==> src/design/dcf_ram.sv <==
// ============================================================================
// dcf_ram: generic single-port RAM
// One write or read per cycle, registered read data.
// ============================================================================
module dcf_ram #(
    parameter int WIDTH = 8,
    parameter int DEPTH = 16
) (
    input  logic                     i_clk,
    input  logic                     i_we,
    input  logic [$clog2(DEPTH)-1:0] i_addr,
    input  logic [WIDTH-1:0]         i_wdata,
    output logic [WIDTH-1:0]         o_rdata
);
    logic [WIDTH-1:0] r_mem [DEPTH];

    always_ff @(posedge i_clk) begin
        if (i_we) begin
            r_mem[i_addr] <= i_wdata;
        end
        o_rdata <= r_mem[i_addr];
    end
endmodule

==> config.mk <==
export PLATFORM = sky130hd
export DESIGN_NAME = dcf_ram
export DESIGN_NICKNAME = d
export VERILOG_FILES = /design/src/design/dcf_ram.sv
export SDC_FILE = /design/constraint.sdc
export NUM_CORES = 1
export LEC_CHECK = 0
export ABC_CLOCK_PERIOD_IN_PS = 1800
export BUFFER_PORTS_ARGS = -buffer_cell sky130_fd_sc_hd__buf_2
export CAP_MARGIN = 10
export CORE_ASPECT_RATIO = 1.75
export CORE_MARGIN = 2
export CORE_UTILIZATION = 54
export DETAILED_ROUTE_END_ITERATION = 6
export GPL_ROUTABILITY_DRIVEN = 1
export MAX_ROUTING_LAYER = met4
export PLACE_DENSITY = 0.72
export SLEW_MARGIN = 30
export SYNTH_ARGS = -nofsm -noshare
export SYNTH_HDL_FRONTEND = slang
export SYNTH_SLANG_ARGS = --single-unit
==> constraint.sdc <==
create_clock -name i_clk -period 1.8 [get_ports i_clk]
set_input_delay 0.27 -clock i_clk [delete_from_list [all_inputs] [get_ports i_clk]]
set_output_delay 0.27 -clock i_clk [all_outputs]
set_load 0.02 [all_outputs]
==> results.ini <==
[setup_path]
critPathArrivalTime_ps = 1640
endpoint_kind = register
reg2reg_depth = 3
r2r_end = o_rdata[3]
crit_family = multiplexers
reg2reg_from = r_mem[0][3]
cp-start-kind = register
r2r_slack_ps = 450
crit_type = register to register
timing.critical_path.buf_inv = 0
slowest_stage = mux4_2
worst-path-max-fanout = 1
crit_chain = mux4_2, a22oi_1, nand2_1
slowest_delay_ps = 470
cp.required_ps = 2100

[route]
routedWlPerCell_microns = 23.2
num_vias = 2440
detail-route-antenna-nets = 0
drt-initial-drc-count = 127
dr.pass1.iters = 4
drc = 0
wl_microns = 9780
avgViaCountPerCell = 5.80

[place]
dp_hpwl_microns = 6510
routabilityCongestion = 0.776
port_buffers = 21
place_area_sq_um = 5530

[timing]
timing.slew.headroom_pct = 70.7
layout_min_cycle_time_ps = 1350
drv_slew = 0
max_freq_mhz = 742
finalSetupTns_ps = 0
worst_pin_slew_ps = 439
finClkSkew_ps = 11.2
period_share_pct = 74.9
rsz0062_at_grt = false
finalSetupViolCount = 0
fin_hold_ws_ps = 246
hold_violations = 0

[synthesis]
synth.largest_area_cell = edfxtp_1
synth_top_area_share_pct = 75.9
post_synth.cell_area_avg_sq_um = 22.0
synth_nets = 244
syn_inst = 230
ys_types = 18
synth_area_sq_um = 5070
yosys_warnings = 0
ys_top_cells_by_area = edfxtp_1 (76%), mux4_2 (14%), dfxtp_1 (3.2%)
ys_seq_elements = 136
ys_seq_area_share_pct = 79.0

[pwr]
seq_power_share_pct = 49.9
combPwrFrac_pct = 5.2
internal_power_uw = 5700
switching_share_pct = 20.1
power_leakage_uw = 0.00205
ir_worst_vdd_v = 0.000805
pwr_density_cell_nw_per_um2 = 1180
p_clk_share_pct = 44.9
p_switching_uw = 1440
total_power_uw = 7140

[die]
core_sq_um = 9090
io_pins = 22
fp.dieW_microns = 77.2
die_area_sq_um = 10200
initial_utilization_pct = 55.7
rows = 46
die_y_microns = 132

[layout]
final_cell_mix = edfxtp_1 (128), mux4_2 (32), buf_4 (25), buf_2 (21), clkbuf_16 (17)
areaGrowthSynthToFinish_pct = 19.9
drive_gt1_share_pct = 35.5
final_common_cell = edfxtp_1
nets = 302
nFillCells = 612
final_area_sq_um = 6080
antenna_cells = 0

[hold_path]
hold_depth = 1
hold_path.startpoint = i_wdata[6]
hold_path_class = primary input to register
min_to = r_mem[0][6]

[cts]
cts_resized = 0
cts_sinks = 136
clock_path_buffers = 2
clk_latency_ps = 420
numCtsBuffers = 17
htree_levels = 4
clock-root-buffer = clkbuf_16
cts.reportedPaths.clkPinSlew_ps = 60
cts_hold_buf = 0
cts_tree = built
post_cts_buffers = 0

[global_routing]
grt_pass1_vias = 2553
grt_max_degree = 18
grt_overflow_total = 0
grt.total_usage_pct = 21.6
antenna_found_initial = 0
grt_pass1_wl_microns = 14800

[run_status]
outcome = complete, no violations

[job]
drv_cap = 0

==> routing by layer <==
metal	global-route usage (%)	part of all wire, %
met5	-	0
met1	23.2	38
met3	5.82	3.8
met4	9.72	1.4
met2	36.9	57
==> metrics by stage <==
stage                     setup WS [ps]  util [%]  instances
after CTS                           470      66.8        421
after global placement              187      60.8        389
after floorplan                    37.0         -        230
after global routing                412      66.8        421
final                               452      66.8        421
after detailed placement            144      60.8        389
==> cell usage after synthesis, drive strengths merged <==
cell / count
clkbuf: 3
nor2: 13
a22oi: 16
nand2b: 2
and2: 1
nand3: 1
mux4: 32
dfxtp: 8
nor3: 4
edfxtp: 128
or3b: 1
nand3b: 2
buf: 8
nor2b: 2
nand2: 9
==> layout make-up <==
cell class	count	area [sq um]	area share [%]
Sequential cell	136	4000	65.9
Multi-Input combinational cell	83	1000	16.5
Clock buffer	20	437	7.19
Timing Repair Buffer	50	373	6.14
Tap cell	120	150	2.47
Clock inverter	12	109	1.79
==> cell families after synthesis <==
family	share of synthesized area (%)
DFF	79.0
AOI/OAI and AO/OA	2.37
buffers and inverters	1.19
and+or+nand+nor	3.21
muxes	14.2
==> worst max-delay path by stage <==
| stage | from | to | slack (ps) | cells past startpoint |
|---|---|---|---|---|
| 6_report | r_mem[0][3] | o_rdata[3] | 450 | 3 |
| 5_1_grt | r_mem[3][5] | o_rdata[5] | 410 | 3 |
| 4_1_cts | r_mem[0][3] | o_rdata[3] | 470 | 3 |
| 3_5_place_dp | i_addr[1] | o_rdata[6] | 140 | 5 |
| 3_3_place_gp | i_addr[2] | r_mem[0][3] | 190 | 4 |
| 2_1_floorplan | i_addr[2] | r_mem[0][0] | 40 | 2 |
==> sequential cells by signal, summed over array words and instances, names as in the netlist <==
name	cells
r_mem	128
o_rdata	8
==> power by group through the flow <==
stage,logic [uW],clock network [uW],registers [uW]
floorplan,182,0,3650
global placement,362,0,3620
detailed placement,374,0,3630
CTS,376,3240,3560
global route,399,3390,3570
finish,373,3210,3560
No activity file was read; power rests on OpenSTA's default activity.
